[config.mk]
export PLATFORM = sky130hd
export DESIGN_NAME = quadrature_pulse_pattern_generator
export DESIGN_NICKNAME = d
export VERILOG_FILES = /design/src/rtl/core/qppg_pkg.sv /design/src/rtl/core/qppg_front.sv /design/src/rtl/core/qppg_fifo.sv /design/src/rtl/core/qppg_back.sv /design/src/rtl/core/quadrature_pulse_pattern_generator.sv
export SDC_FILE = /design/constraint.sdc
export NUM_CORES = 1
export LEC_CHECK = 0
export CAP_MARGIN = 20
export CORE_ASPECT_RATIO = 1.75
export CORE_MARGIN = 2
export CORE_UTILIZATION = 58
export CTS_BUF_LIST = sky130_fd_sc_hd__clkbuf_4 sky130_fd_sc_hd__clkbuf_8
export DETAILED_ROUTE_END_ITERATION = 16
export DONT_BUFFER_PORTS = 1
export HOLD_SLACK_MARGIN = 0.08
export PLACE_DENSITY = 0.76
export REMOVE_ABC_BUFFERS = 1
export SLEW_MARGIN = 20
export SYNTH_ARGS = -nofsm -noshare
export SYNTH_HDL_FRONTEND = slang
export SYNTH_HIERARCHICAL = 1
export SYNTH_SLANG_ARGS = --single-unit
[constraint.sdc]
create_clock -name clk -period 4 [get_ports clk]
set_input_delay 0.2 -clock clk [delete_from_list [all_inputs] [get_ports clk]]
set_output_delay 0.2 -clock clk [all_outputs]
set_load 0.03 [all_outputs]
[src/rtl/core/qppg_pkg.sv]
`timescale 1ns / 1ps
// ----------------------------------------------------------------------------
// qppg_pkg
// Shared types, constants and helpers of the quadrature pulse pattern
// generator: register indexes, queue geometry and the queue entry format.
// ----------------------------------------------------------------------------
package qppg_pkg;

  // Fixed field widths of the stream and configuration ports.
  localparam int HOLD_W     = 24;
  localparam int CFG_DATA_W = 16;
  localparam int CFG_IDX_W  = 2;
  localparam int STRETCH_W  = 9;
  localparam int S_TDATA_W  = 32;
  localparam int M_TDATA_W  = 32;

  // Defaults for the top-level parameters.
  localparam int LINE_BITS_DEF = 16;
  localparam int HOLD_BITS_DEF = 24;

  // Register reset values.
  localparam logic [CFG_DATA_W-1:0] PPR_RESET = 16'd10000;

  // Queue between the front and back parts.
  localparam int FIFO_DEPTH = 4;
  localparam int FIFO_AW    = $clog2(FIFO_DEPTH);
  localparam int FIFO_CW    = $clog2(FIFO_DEPTH + 1);

  // Configuration register indexes.
  typedef enum logic [CFG_IDX_W-1:0] {
    CFG_PULSES_PER_REV   = 2'd0,
    CFG_MARK_STRETCH     = 2'd1,
    CFG_ERROR_ON_REVERSE = 2'd2,
    CFG_START_LINE       = 2'd3
  } qppg_cfg_idx_t;

  // One configuration write.
  typedef struct packed {
    logic                  we;
    qppg_cfg_idx_t         index;
    logic [CFG_DATA_W-1:0] data;
  } qppg_cfg_wr_t;

  // One classified pulse, as it waits in the queue.
  typedef struct packed {
    logic              phase_a;
    logic              phase_b;
    logic              index_mark;
    logic              error_mark;
    logic [HOLD_W-1:0] hold_out;
  } qppg_entry_t;

  // Queue status seen by the top level.
  typedef struct packed {
    logic [FIFO_CW-1:0] count;
    logic               push;
    logic               pop;
  } qppg_fifo_stat_t;

  // A/B levels for a phase: forward runs A, AB, B, none and reverse
  // runs B, AB, A, none. Bit 0 is A, bit 1 is B.
  function automatic logic [1:0] qppg_pattern(input logic fwd, input logic [1:0] phase);
    logic early;
    logic mid;
    begin
      early = (phase == 2'd0) || (phase == 2'd1);
      mid   = (phase == 2'd1) || (phase == 2'd2);
      qppg_pattern = fwd ? {mid, early} : {early, mid};
    end
  endfunction

endpackage

[src/rtl/core/qppg_front.sv]
`timescale 1ns / 1ps
// ----------------------------------------------------------------------------
// qppg_front
// Front part: holds the configuration registers and the pulse state, accepts
// one pulse per cycle while the queue has room, classified into a queue entry.
// ----------------------------------------------------------------------------
module qppg_front #(
  parameter int LINE_BITS = qppg_pkg::LINE_BITS_DEF,
  parameter int HOLD_BITS = qppg_pkg::HOLD_BITS_DEF
) (
  input  logic                           clk,
  input  logic                           rst,
  input  qppg_pkg::qppg_cfg_wr_t         cfg,
  input  logic                           s_tvalid,
  output logic                           s_tready,
  input  logic [qppg_pkg::S_TDATA_W-1:0] s_tdata,
  input  logic                           s_tlast,
  output logic                           push,
  output qppg_pkg::qppg_entry_t          entry,
  input  logic                           q_ready
);
  import qppg_pkg::*;

  // Compare width covers the incremented line count and the period register.
  localparam int CMP_W   = (LINE_BITS + 1 > CFG_DATA_W) ? LINE_BITS + 1 : CFG_DATA_W;
  localparam int HOLD_KW = (HOLD_BITS < HOLD_W) ? HOLD_BITS : HOLD_W;
  localparam logic [HOLD_W-1:0] HOLD_MASK = {HOLD_W{1'b1}} >> (HOLD_W - HOLD_KW);

  logic [CFG_DATA_W-1:0] pulses_per_rev;
  logic [STRETCH_W-1:0]  mark_stretch;
  logic                  error_on_reverse;
  logic [1:0]            quad_phase;
  logic [LINE_BITS-1:0]  line_count;
  logic [7:0]            stretch_left;

  logic                  fwd;
  logic [HOLD_W-1:0]     hold;
  logic                  take;
  logic [CMP_W-1:0]      line_inc;
  logic [LINE_BITS-1:0]  line_next;
  logic                  at_index;
  logic [7:0]            stretch_mid;
  logic [7:0]            stretch_left_next;
  logic [1:0]            ab;

  assign fwd      = s_tdata[0];
  assign hold     = s_tdata[HOLD_W:1];
  assign s_tready = q_ready;
  assign take     = s_tvalid && s_tready;

  // Line step: wrap to zero once the count reaches the period.
  always_comb begin
    line_inc  = CMP_W'(line_count) + CMP_W'(1);
    line_next = line_count + LINE_BITS'(1);
    if (line_inc >= CMP_W'(pulses_per_rev)) begin
      line_next = '0;
    end
  end

  // Index level and stretch countdown.
  always_comb begin
    at_index    = (line_next == '0) && !mark_stretch[STRETCH_W-1];
    stretch_mid = stretch_left;
    if (at_index && (mark_stretch[7:0] != 8'd0)) begin
      stretch_mid = mark_stretch[7:0];
    end
    stretch_left_next = (stretch_mid != 8'd0) ? stretch_mid - 8'd1 : 8'd0;
    if (s_tlast) begin
      stretch_left_next = 8'd0;
    end
  end

  // Classified entry for the queue.
  assign ab                = qppg_pattern(fwd, quad_phase);
  assign push              = take;
  assign entry.phase_a     = ab[0];
  assign entry.phase_b     = ab[1];
  assign entry.index_mark  = at_index || (stretch_mid != 8'd0);
  assign entry.error_mark  = !fwd && error_on_reverse;
  assign entry.hold_out    = hold & HOLD_MASK;

  // Configuration registers; a start line write also reloads the counter.
  always_ff @(posedge clk) begin
    if (rst) begin
      pulses_per_rev   <= PPR_RESET;
      mark_stretch     <= '0;
      error_on_reverse <= 1'b0;
    end else if (cfg.we) begin
      case (cfg.index)
        CFG_PULSES_PER_REV:   pulses_per_rev   <= cfg.data;
        CFG_MARK_STRETCH:     mark_stretch     <= cfg.data[STRETCH_W-1:0];
        CFG_ERROR_ON_REVERSE: error_on_reverse <= cfg.data[0];
        default: ;
      endcase
    end
  end

  // Pulse state.
  always_ff @(posedge clk) begin
    if (rst) begin
      quad_phase   <= 2'd0;
      line_count   <= '0;
      stretch_left <= 8'd0;
    end else if (cfg.we && (cfg.index == CFG_START_LINE)) begin
      line_count <= LINE_BITS'(cfg.data);
    end else if (take) begin
      quad_phase   <= quad_phase + 2'd1;
      line_count   <= line_next;
      stretch_left <= stretch_left_next;
    end
  end

endmodule

[src/rtl/core/qppg_fifo.sv]
`timescale 1ns / 1ps
// ----------------------------------------------------------------------------
// qppg_fifo
// Short queue of classified pulses between the front and back parts.
// ----------------------------------------------------------------------------
module qppg_fifo (
  input  logic                     clk,
  input  logic                     rst,
  input  logic                     push,
  input  qppg_pkg::qppg_entry_t    wr_entry,
  output logic                     wr_ready,
  input  logic                     pop,
  output logic                     rd_valid,
  output qppg_pkg::qppg_entry_t    rd_entry,
  output qppg_pkg::qppg_fifo_stat_t stat
);
  import qppg_pkg::*;

  qppg_entry_t        slots [FIFO_DEPTH];
  logic [FIFO_AW-1:0] wr_ptr;
  logic [FIFO_AW-1:0] rd_ptr;
  logic [FIFO_CW-1:0] count;
  logic               do_push;
  logic               do_pop;

  assign wr_ready   = (count != FIFO_CW'(FIFO_DEPTH));
  assign rd_valid   = (count != '0);
  assign rd_entry   = slots[rd_ptr];
  assign do_push    = push && wr_ready;
  assign do_pop     = pop && rd_valid;
  assign stat.count = count;
  assign stat.push  = do_push;
  assign stat.pop   = do_pop;

  // Entry storage.
  always_ff @(posedge clk) begin
    if (do_push) begin
      slots[wr_ptr] <= wr_entry;
    end
  end

  // Pointers and fill count.
  always_ff @(posedge clk) begin
    if (rst) begin
      wr_ptr <= '0;
      rd_ptr <= '0;
      count  <= '0;
    end else begin
      if (do_push) begin
        wr_ptr <= wr_ptr + FIFO_AW'(1);
      end
      if (do_pop) begin
        rd_ptr <= rd_ptr + FIFO_AW'(1);
      end
      if (do_push && !do_pop) begin
        count <= count + FIFO_CW'(1);
      end else if (do_pop && !do_push) begin
        count <= count - FIFO_CW'(1);
      end
    end
  end

endmodule

[src/rtl/core/qppg_back.sv]
`timescale 1ns / 1ps
// ----------------------------------------------------------------------------
// qppg_back
// Back part: takes entries from the queue into the output register and
// presents them on the master stream.
// ----------------------------------------------------------------------------
module qppg_back (
  input  logic                           clk,
  input  logic                           rst,
  input  logic                           q_valid,
  input  qppg_pkg::qppg_entry_t          q_entry,
  output logic                           pop,
  output logic                           m_tvalid,
  input  logic                           m_tready,
  output logic [qppg_pkg::M_TDATA_W-1:0] m_tdata
);
  import qppg_pkg::*;

  qppg_entry_t out_reg;
  logic        load;

  assign load = q_valid && (!m_tvalid || m_tready);
  assign pop  = load;

  // Output register.
  always_ff @(posedge clk) begin
    if (rst) begin
      m_tvalid <= 1'b0;
    end else if (load) begin
      m_tvalid <= 1'b1;
    end else if (m_tready) begin
      m_tvalid <= 1'b0;
    end
  end

  always_ff @(posedge clk) begin
    if (load) begin
      out_reg <= q_entry;
    end
  end

  // Pack the result fields from the lowest bit up.
  assign m_tdata = M_TDATA_W'({out_reg.hold_out, out_reg.error_mark, out_reg.index_mark,
                               out_reg.phase_b, out_reg.phase_a});

endmodule

[src/rtl/core/quadrature_pulse_pattern_generator.sv]
`timescale 1ns / 1ps
// ----------------------------------------------------------------------------
// quadrature_pulse_pattern_generator
// Turns a stream of encoder pulses into quadrature A/B, index and error levels
// with the hold time of each pulse.
// ----------------------------------------------------------------------------
// The block takes one pulse per clock cycle while the queue has room and
// gives one result per pulse, in order. A pulse is classified and written
// into the four-entry queue at its transfer edge and moves on into the
// output register once that register is free; from there it is presented
// on the output stream. The queue lets the input keep going while the
// output is stalled, until five results wait: four in the queue and one in
// the output register.
// Configuration writes are taken at any time, but must only be made while no
// pulse is in flight; a write of the start line reloads the line counter at
// once.
// ----------------------------------------------------------------------------
module quadrature_pulse_pattern_generator #(
  parameter int LINE_BITS = qppg_pkg::LINE_BITS_DEF,
  parameter int HOLD_BITS = qppg_pkg::HOLD_BITS_DEF
) (
  input  logic                            clk,
  input  logic                            rst,
  // Configuration write port.
  input  logic                            cfg_we,
  input  logic [qppg_pkg::CFG_IDX_W-1:0]  cfg_index,
  input  logic [qppg_pkg::CFG_DATA_W-1:0] cfg_data,
  // Pulse input stream.
  input  logic                            s_tvalid,
  output logic                            s_tready,
  input  logic [qppg_pkg::S_TDATA_W-1:0]  s_tdata,  // forwards, hold_ticks[23:0]
  input  logic                            s_tlast,  // burst_last
  // Pattern output stream.
  output logic                            m_tvalid,
  input  logic                            m_tready,
  output logic [qppg_pkg::M_TDATA_W-1:0]  m_tdata   // phase_a, phase_b, index_mark,
                                                    // error_mark, hold_out[23:0]
);
  import qppg_pkg::*;

  qppg_cfg_wr_t    cfg;
  logic            push;
  qppg_entry_t     wr_entry;
  logic            q_ready;
  logic            pop;
  logic            q_valid;
  qppg_entry_t     q_entry;
  qppg_fifo_stat_t fifo_stat;

  assign cfg.we    = cfg_we;
  assign cfg.index = qppg_cfg_idx_t'(cfg_index);
  assign cfg.data  = cfg_data;

  // Front part: state and classification.
  qppg_front #(
    .LINE_BITS (LINE_BITS),
    .HOLD_BITS (HOLD_BITS)
  ) u_front (
    .clk      (clk),
    .rst      (rst),
    .cfg      (cfg),
    .s_tvalid (s_tvalid),
    .s_tready (s_tready),
    .s_tdata  (s_tdata),
    .s_tlast  (s_tlast),
    .push     (push),
    .entry    (wr_entry),
    .q_ready  (q_ready)
  );

  // Queue between the parts.
  qppg_fifo u_fifo (
    .clk      (clk),
    .rst      (rst),
    .push     (push),
    .wr_entry (wr_entry),
    .wr_ready (q_ready),
    .pop      (pop),
    .rd_valid (q_valid),
    .rd_entry (q_entry),
    .stat     (fifo_stat)
  );

  // Back part: output register.
  qppg_back u_back (
    .clk      (clk),
    .rst      (rst),
    .q_valid  (q_valid),
    .q_entry  (q_entry),
    .pop      (pop),
    .m_tvalid (m_tvalid),
    .m_tready (m_tready),
    .m_tdata  (m_tdata)
  );

  // The fill count never goes past the queue depth.
  a_fifo_bound: assert property (@(posedge clk) disable iff (rst)
    fifo_stat.count <= FIFO_CW'(FIFO_DEPTH))
    else $error("queue fill count above depth");

  // The fill count follows the transfers in and out of the queue.
  a_fifo_track: assert property (@(posedge clk) disable iff (rst)
    !$past(rst) |-> fifo_stat.count == $past(fifo_stat.count)
      + FIFO_CW'($past(fifo_stat.push)) - FIFO_CW'($past(fifo_stat.pop)))
    else $error("queue fill count lost a transfer");

  // A waiting entry reaches the output register when it is free.
  a_back_fill: assert property (@(posedge clk) disable iff (rst)
    (fifo_stat.count != '0) && (!m_tvalid || m_tready) |=> m_tvalid)
    else $error("output register not loaded from a non-empty queue");

endmodule

# Word-level counts from Yosys, hierarchy flattened
# Memory sizes are Yosys's and may differ from the RTL's. A register that Yosys moved wholly into a read port is not among the register bits.
# Cells that the tools add are included.
dict set report op_classes {
  addsub 8
  order_cmp 1
  eq_ne 6
  muxes 13
  bitwise_logic 1
  reduce_logical 32
}
# op count
set ops {}
lappend ops {{16-bit two-way mux} 3}
lappend ops {{8-bit two-way mux} 3}
lappend ops {{16-bit by 1-bit adder with 17-bit output (second input constant)} 1}
lappend ops {{17-bit by 16-bit greater-or-equal comparator with 1-bit output} 1}
lappend ops {{16-bit by 1-bit adder with 16-bit output (second input constant)} 1}
lappend ops {{16-bit zero test} 1}
lappend ops {{8-bit nonzero test} 2}
lappend ops {{1-bit logical AND} 10}
lappend ops {{2-bit AND reduction} 4}
lappend ops {{8-bit by 1-bit subtractor with 8-bit output (second input constant)} 1}
lappend ops {{2-bit by 1-bit adder with 2-bit output (second input constant)} 3}
lappend ops {{2-bit equality test (second input constant)} 3}
lappend ops {{3-bit two-way mux} 2}
lappend ops {{2-bit nonzero test} 3}
lappend ops {{1-bit zero test} 5}
lappend ops {{2-bit by 1-bit equality test with 1-bit output (second input constant)} 2}
lappend ops {{2-bit zero test} 2}
lappend ops {{1-bit logical OR} 4}
lappend ops {{1-bit two-way mux} 4}
lappend ops {{3-bit by 1-bit adder with 3-bit output (second input constant)} 1}
lappend ops {{3-bit != test (second input constant)} 1}
lappend ops {{3-bit nonzero test} 1}
lappend ops {{3-bit by 1-bit subtractor with 3-bit output (second input constant)} 1}
lappend ops {{2-bit two-way mux} 1}
lappend ops {{1-bit inverter} 1}
dict set report word_totals {
  reg_bits 60
  mem_bits_rw 112
  inputBits 56
  out_inout_bits 34
  wordCells 72
  mem_count 1
}
# name depth width read_ports rd_clocked_by_memory_dff write_ports line
set memory_table {}
lappend memory_table {u_fifo.slots 4 28 1 1 1 qppg_fifo.sv:19} ;# qppg_entry_t slots [FIFO_DEPTH];

# Depth between registers and ports, before layout
dict set report logic_depth {
  ltp_word 10
  ltp_mapped 21
  mapped_depth_nobuf 20
}

# By module
# The synthesis kept the hierarchy.
# mod n_inst cells_per_inst area_each_um2 seq_area_each_um2
set by_module_without_submodules {}
lappend by_module_without_submodules {qppg_fifo 1 197 4598.2 3543.4}
lappend by_module_without_submodules {qppg_front 1 479 3744.8 1041.0}
lappend by_module_without_submodules {qppg_back 1 38 929.6 860.8}

# Least setup slack after synthesis
# Ideal clock, no wire load.
dict set report synth_timing {
  path_kind {register -> register}
  startpoint {register u_front.line_count[0]}
  endpoint {register u_front.stretch_left[5]}
  setup_time_ns 0.120
  t_arrival_ns 4.156
  t_required_ns 3.880
  setup_slack_ns -0.276
  stages_incl_launch_ff 18
  path_buffers 0
  period_less_slack_ns 4.276
  cell_sequence {dfxtp_1 > ha_1 > and4_1 > nand3_1 > nor2_1 > xor2_1 > ha_1 > nand3_1 > or3_2 > o311ai_1 > a22oi_4 > mux2i_1 > ha_1 > nand2_1 > nand2_1 > nor4_1 > and3_1 > a211o_1}
}
dict set report synth_via {
  elab_chain_len 10
  word_cells_on_any_way 12
  cone_classes {add/sub (3); order compare (1); mux (4); reduce/logical (4)}
}
# element line
set synth_lines {}
lappend synth_lines {{start: declaration} qppg_front.sv:33} ;# logic [LINE_BITS-1:0] line_count;
lappend synth_lines {{start signal: assignment} qppg_front.sv:105} ;# line_count <= LINE_BITS'(cfg.data);
lappend synth_lines {{start signal: assignment} qppg_front.sv:108} ;# line_count <= line_next;
lappend synth_lines {{16-bit by 1-bit adder with 17-bit output} qppg_front.sv:53} ;# line_inc = CMP_W'(line_count) + CMP_W'(1);
lappend synth_lines {{17-bit by 16-bit greater-or-equal comparator with 1-bit output} qppg_front.sv:55} ;# if (line_inc >= CMP_W'(pulses_per_rev)) begin
lappend synth_lines {{16-bit two-way mux *} qppg_front.sv:55}
lappend synth_lines {{16-bit zero test *} qppg_front.sv:62} ;# at_index = (line_next == '0) && !mark_stretch[STRETCH_W-1];
lappend synth_lines {{1-bit logical AND *} qppg_front.sv:62}
lappend synth_lines {{1-bit logical AND *} qppg_front.sv:64} ;# if (at_index && (mark_stretch[7:0] != 8'd0)) begin
lappend synth_lines {{8-bit two-way mux *} qppg_front.sv:64}
lappend synth_lines {{8-bit by 1-bit subtractor with 8-bit output / 8-bit nonzero test (equally long branches)} qppg_front.sv:67} ;# stretch_left_next = (stretch_mid != 8'd0) ? stretch_mid - 8'd1 : 8'd0;
lappend synth_lines {{8-bit two-way mux *} qppg_front.sv:67}
lappend synth_lines {{8-bit two-way mux *} qppg_front.sv:68} ;# if (s_tlast) begin
lappend synth_lines {{end signal: assignment} qppg_front.sv:109} ;# stretch_left <= stretch_left_next;
lappend synth_lines {{end: declaration} qppg_front.sv:34} ;# logic [7:0] stretch_left;
# Mark *: on every way between the ends. The rest lies on a longest branch, timed or not.
# A chain may end at the register's enable or synchronous reset.

# Worst setup path after layout
dict set report layout_timing {
  startpoint {register u_front.line_count[0]}
  endpoint {register u_front.stretch_left[0]}
}
# The elaborated chain is that of the path after synthesis.

==> run summary <==
status = finished clean
CTS sink count = 202
most frequent cells in the layout = edfxtp_1 (140), nand2_1 (74), buf_4 (65)
Worst-Margin Slew = 951.8 ps
CP top delay family = compound AO/OA/AOI/OAI gates
commonest non-fill, non-tap cell in the layout = edfxtp_1
fillers = 1047
Worst Path Max Fanout = 6
crit-path cells = ha_4 -> and4_4 -> buf_4 -> nand2_2 -> xnor2_1 -> ha_1 -> a211oi_2 -> nor2_1 -> a211oi_2 -> buf_4 -> o311ai_4 -> buf_6 -> a22oi_4 -> mux2i_4 -> ha_4 -> nand2_1 -> nand2_2 -> buf_4 -> mux2i_4 -> buf_4 -> a22oi_2 -> nor2_1
Worst Path Required = 4410 ps
first-pass GRT wire length = 31010 um
Initial Util = 58.86%
syn avg cell area = 13.02 um2
DIE HEIGHT = 171.1 um
Max Root-Sink Buffers = 3
drt first pass iters = 5
WL final = 19990 um
layout cell share with drive strength beyond 1 = 26.18%
crit share post-route = 97.70%
Area Overhead vs Synth = 20.46%
Post-Synthesis Cell Area = 0.009254 mm2
GRT met2 Usage = 43.45%
Worst setup SP type = flip-flop
final antenna-violating net count = 0
Arrival @ worst endpoint = 4310 ps
I/O pins = 90
P_leak = 4.037 nW
clock period minus worst slack = 3908 ps
gpl congestion = 1.020
critical path's most frequent cell = buf_4
final hold violation count = 0
DRC Markers = 0
max-cap check violation count = 0
largest net degree at the start of global routing = 65
setup violators final = 0
endpoint type of the worst setup path = flip-flop
post-route clock skew = 11.39 ps
most used routing layer = met2
Setup CP Type = flip-flop to flip-flop
HP Class = input pin to flip-flop
H-tree Lvls = 1
Slew Limit Fails = 0
root buf cell = clkbuf_8
Buf/Inv on CP = 5
PD cells = 557.1 mW/mm2
Buffers on Ports = 0
warnings from Yosys = 6
Hold Startpoint = s_tlast
DR iter-0 viols = 343
Nets = 893
number of antenna violations at the first check in global routing = 1
final core utilization = 70.90%
worst skew pair latency = 520 ps
hold path endpoint = u_front/stretch_left[2]
maximum vdd drop = 0.4002 mV
Fmax achieved = 0.2559 GHz
slowest stage cell, crit path = dfxtp_4
DPL Wire Length = 13080 um
# rows = 61
met3 Usage GRT = 3.513%
GRT Total Usage = 23.22%
CP max stage delay = 380 ps
Avg WL per Cell = 19.61 um
core area = 0.01572 mm2
CP Depth = 22
vias = 5971
TritonCTS buffer count = 27
Worst R2R Path Depth = 22
GRT met1 Usage = 23.86%
Total Power = 6.210 mW
vias per inst = 5.860
Hold Path Cell Cnt = 5
CTS tree = built
relative slew slack = 36.55%
grt ovf = 0
Reg-to-Reg End = u_front/stretch_left[0]
die span in x = 99.49 um
vias in the first global route = 6223
Reg clk slew, reported paths = 70 ps
Mapped Cells = 711
reg-to-reg startpoint = u_front/line_count[0]
DIE AREA = 0.01702 mm2
flop2flop setup slack = 90 ps
-- worst max path at each step --
stage,slack (ps),from,end
floorplan,-270,u_front/line_count[0],u_front/stretch_left[5]
global placement,-120,u_front/line_count[0],u_front/stretch_left[3]
detailed placement,-210,u_front/line_count[0],u_front/stretch_left[6]
CTS,10,u_front/line_count[0],u_front/stretch_left[4]
global route,-40,u_front/line_count[0],u_front/stretch_left[4]
finish,90,u_front/line_count[0],u_front/stretch_left[0]
-- sequential cells by signal, summed over array words and instances, names as in the netlist, named ones only --
| signal | cells |
|---|---|
| u_front/line_count | 16 |
| u_fifo/rd_ptr | 2 |
| u_front/stretch_left | 8 |
| u_fifo/wr_ptr | 2 |
| u_front/pulses_per_rev | 16 |
| u_front/mark_stretch | 9 |
| u_fifo/count | 3 |
| u_fifo/slots | 112 |
| u_front/quad_phase | 2 |
| u_back/m_tvalid | 1 |
| u_back/m_tdata | 28 |
| u_front/error_on_reverse | 1 |
-- area by class of cell --
class	instances	area, um2	area share [%]
clock buffer	29	386.6	3.468
antenna	1	2.502	0.02245
sequential	202	5460	48.98
tap	189	236.5	2.121
inverter	25	93.84	0.8418
clock inverter	19	193.9	1.740
multi-input combinational	424	3611	32.39
timing repair buffer	130	1162	10.43
-- per-stage QoR --
stage / cell area (um2) / TNS [ps] / hold WS [ps] / setup WS (ps) / cells
2_1_floorplan: 8837 / -1316 / 262.4 / -272.9 / 651
3_5_place_dp: 9508 / -1204 / 277.7 / -205.8 / 897
5_1_grt: 11150 / -148.1 / 100.3 / -36.52 / 1019
4_1_cts: 10790 / 0 / 80.72 / 14.57 / 1009
3_3_place_gp: 9508 / -617.1 / 279.4 / -122.2 / 897
6_report: 11150 / 0 / 123.6 / 92.11 / 1019
-- layer usage --
layer  part of all wire [%]  wire length (um)
met1                     35              7065
met3                    4.1               828
met4                    5.3              1067
met2                     55             11020
met5                      0                 0
-- worst reg2reg max path: cells and delay by family, from the launching register on --
kind	cells	cell delay (ps)
AO/OA/AOI/OAI	5	850
buffers and inverters	5	730
flip-flops	1	380
XOR/XNOR	1	140
multiplexers	2	470
adder cells (fa/ha/maj)	3	650
AND/OR/NAND/NOR	6	590
-- report_power, final --
part,internal [mW],switching (mW),total [mW]
Sequential,2.71,0.500,3.21
Clock,0.915,0.724,1.64
Combinational,0.643,0.713,1.36
-- timing repair --
item	in CTS	in global routing
resized for setup	16	60
hold buffers	60	0
setup endpoints to repair	8	8
pin swaps	6	27
buffers inserted	4	10
cloned	0	0
endpoints found under the hold margin	170	0
(Power assumes the default switching activity.)
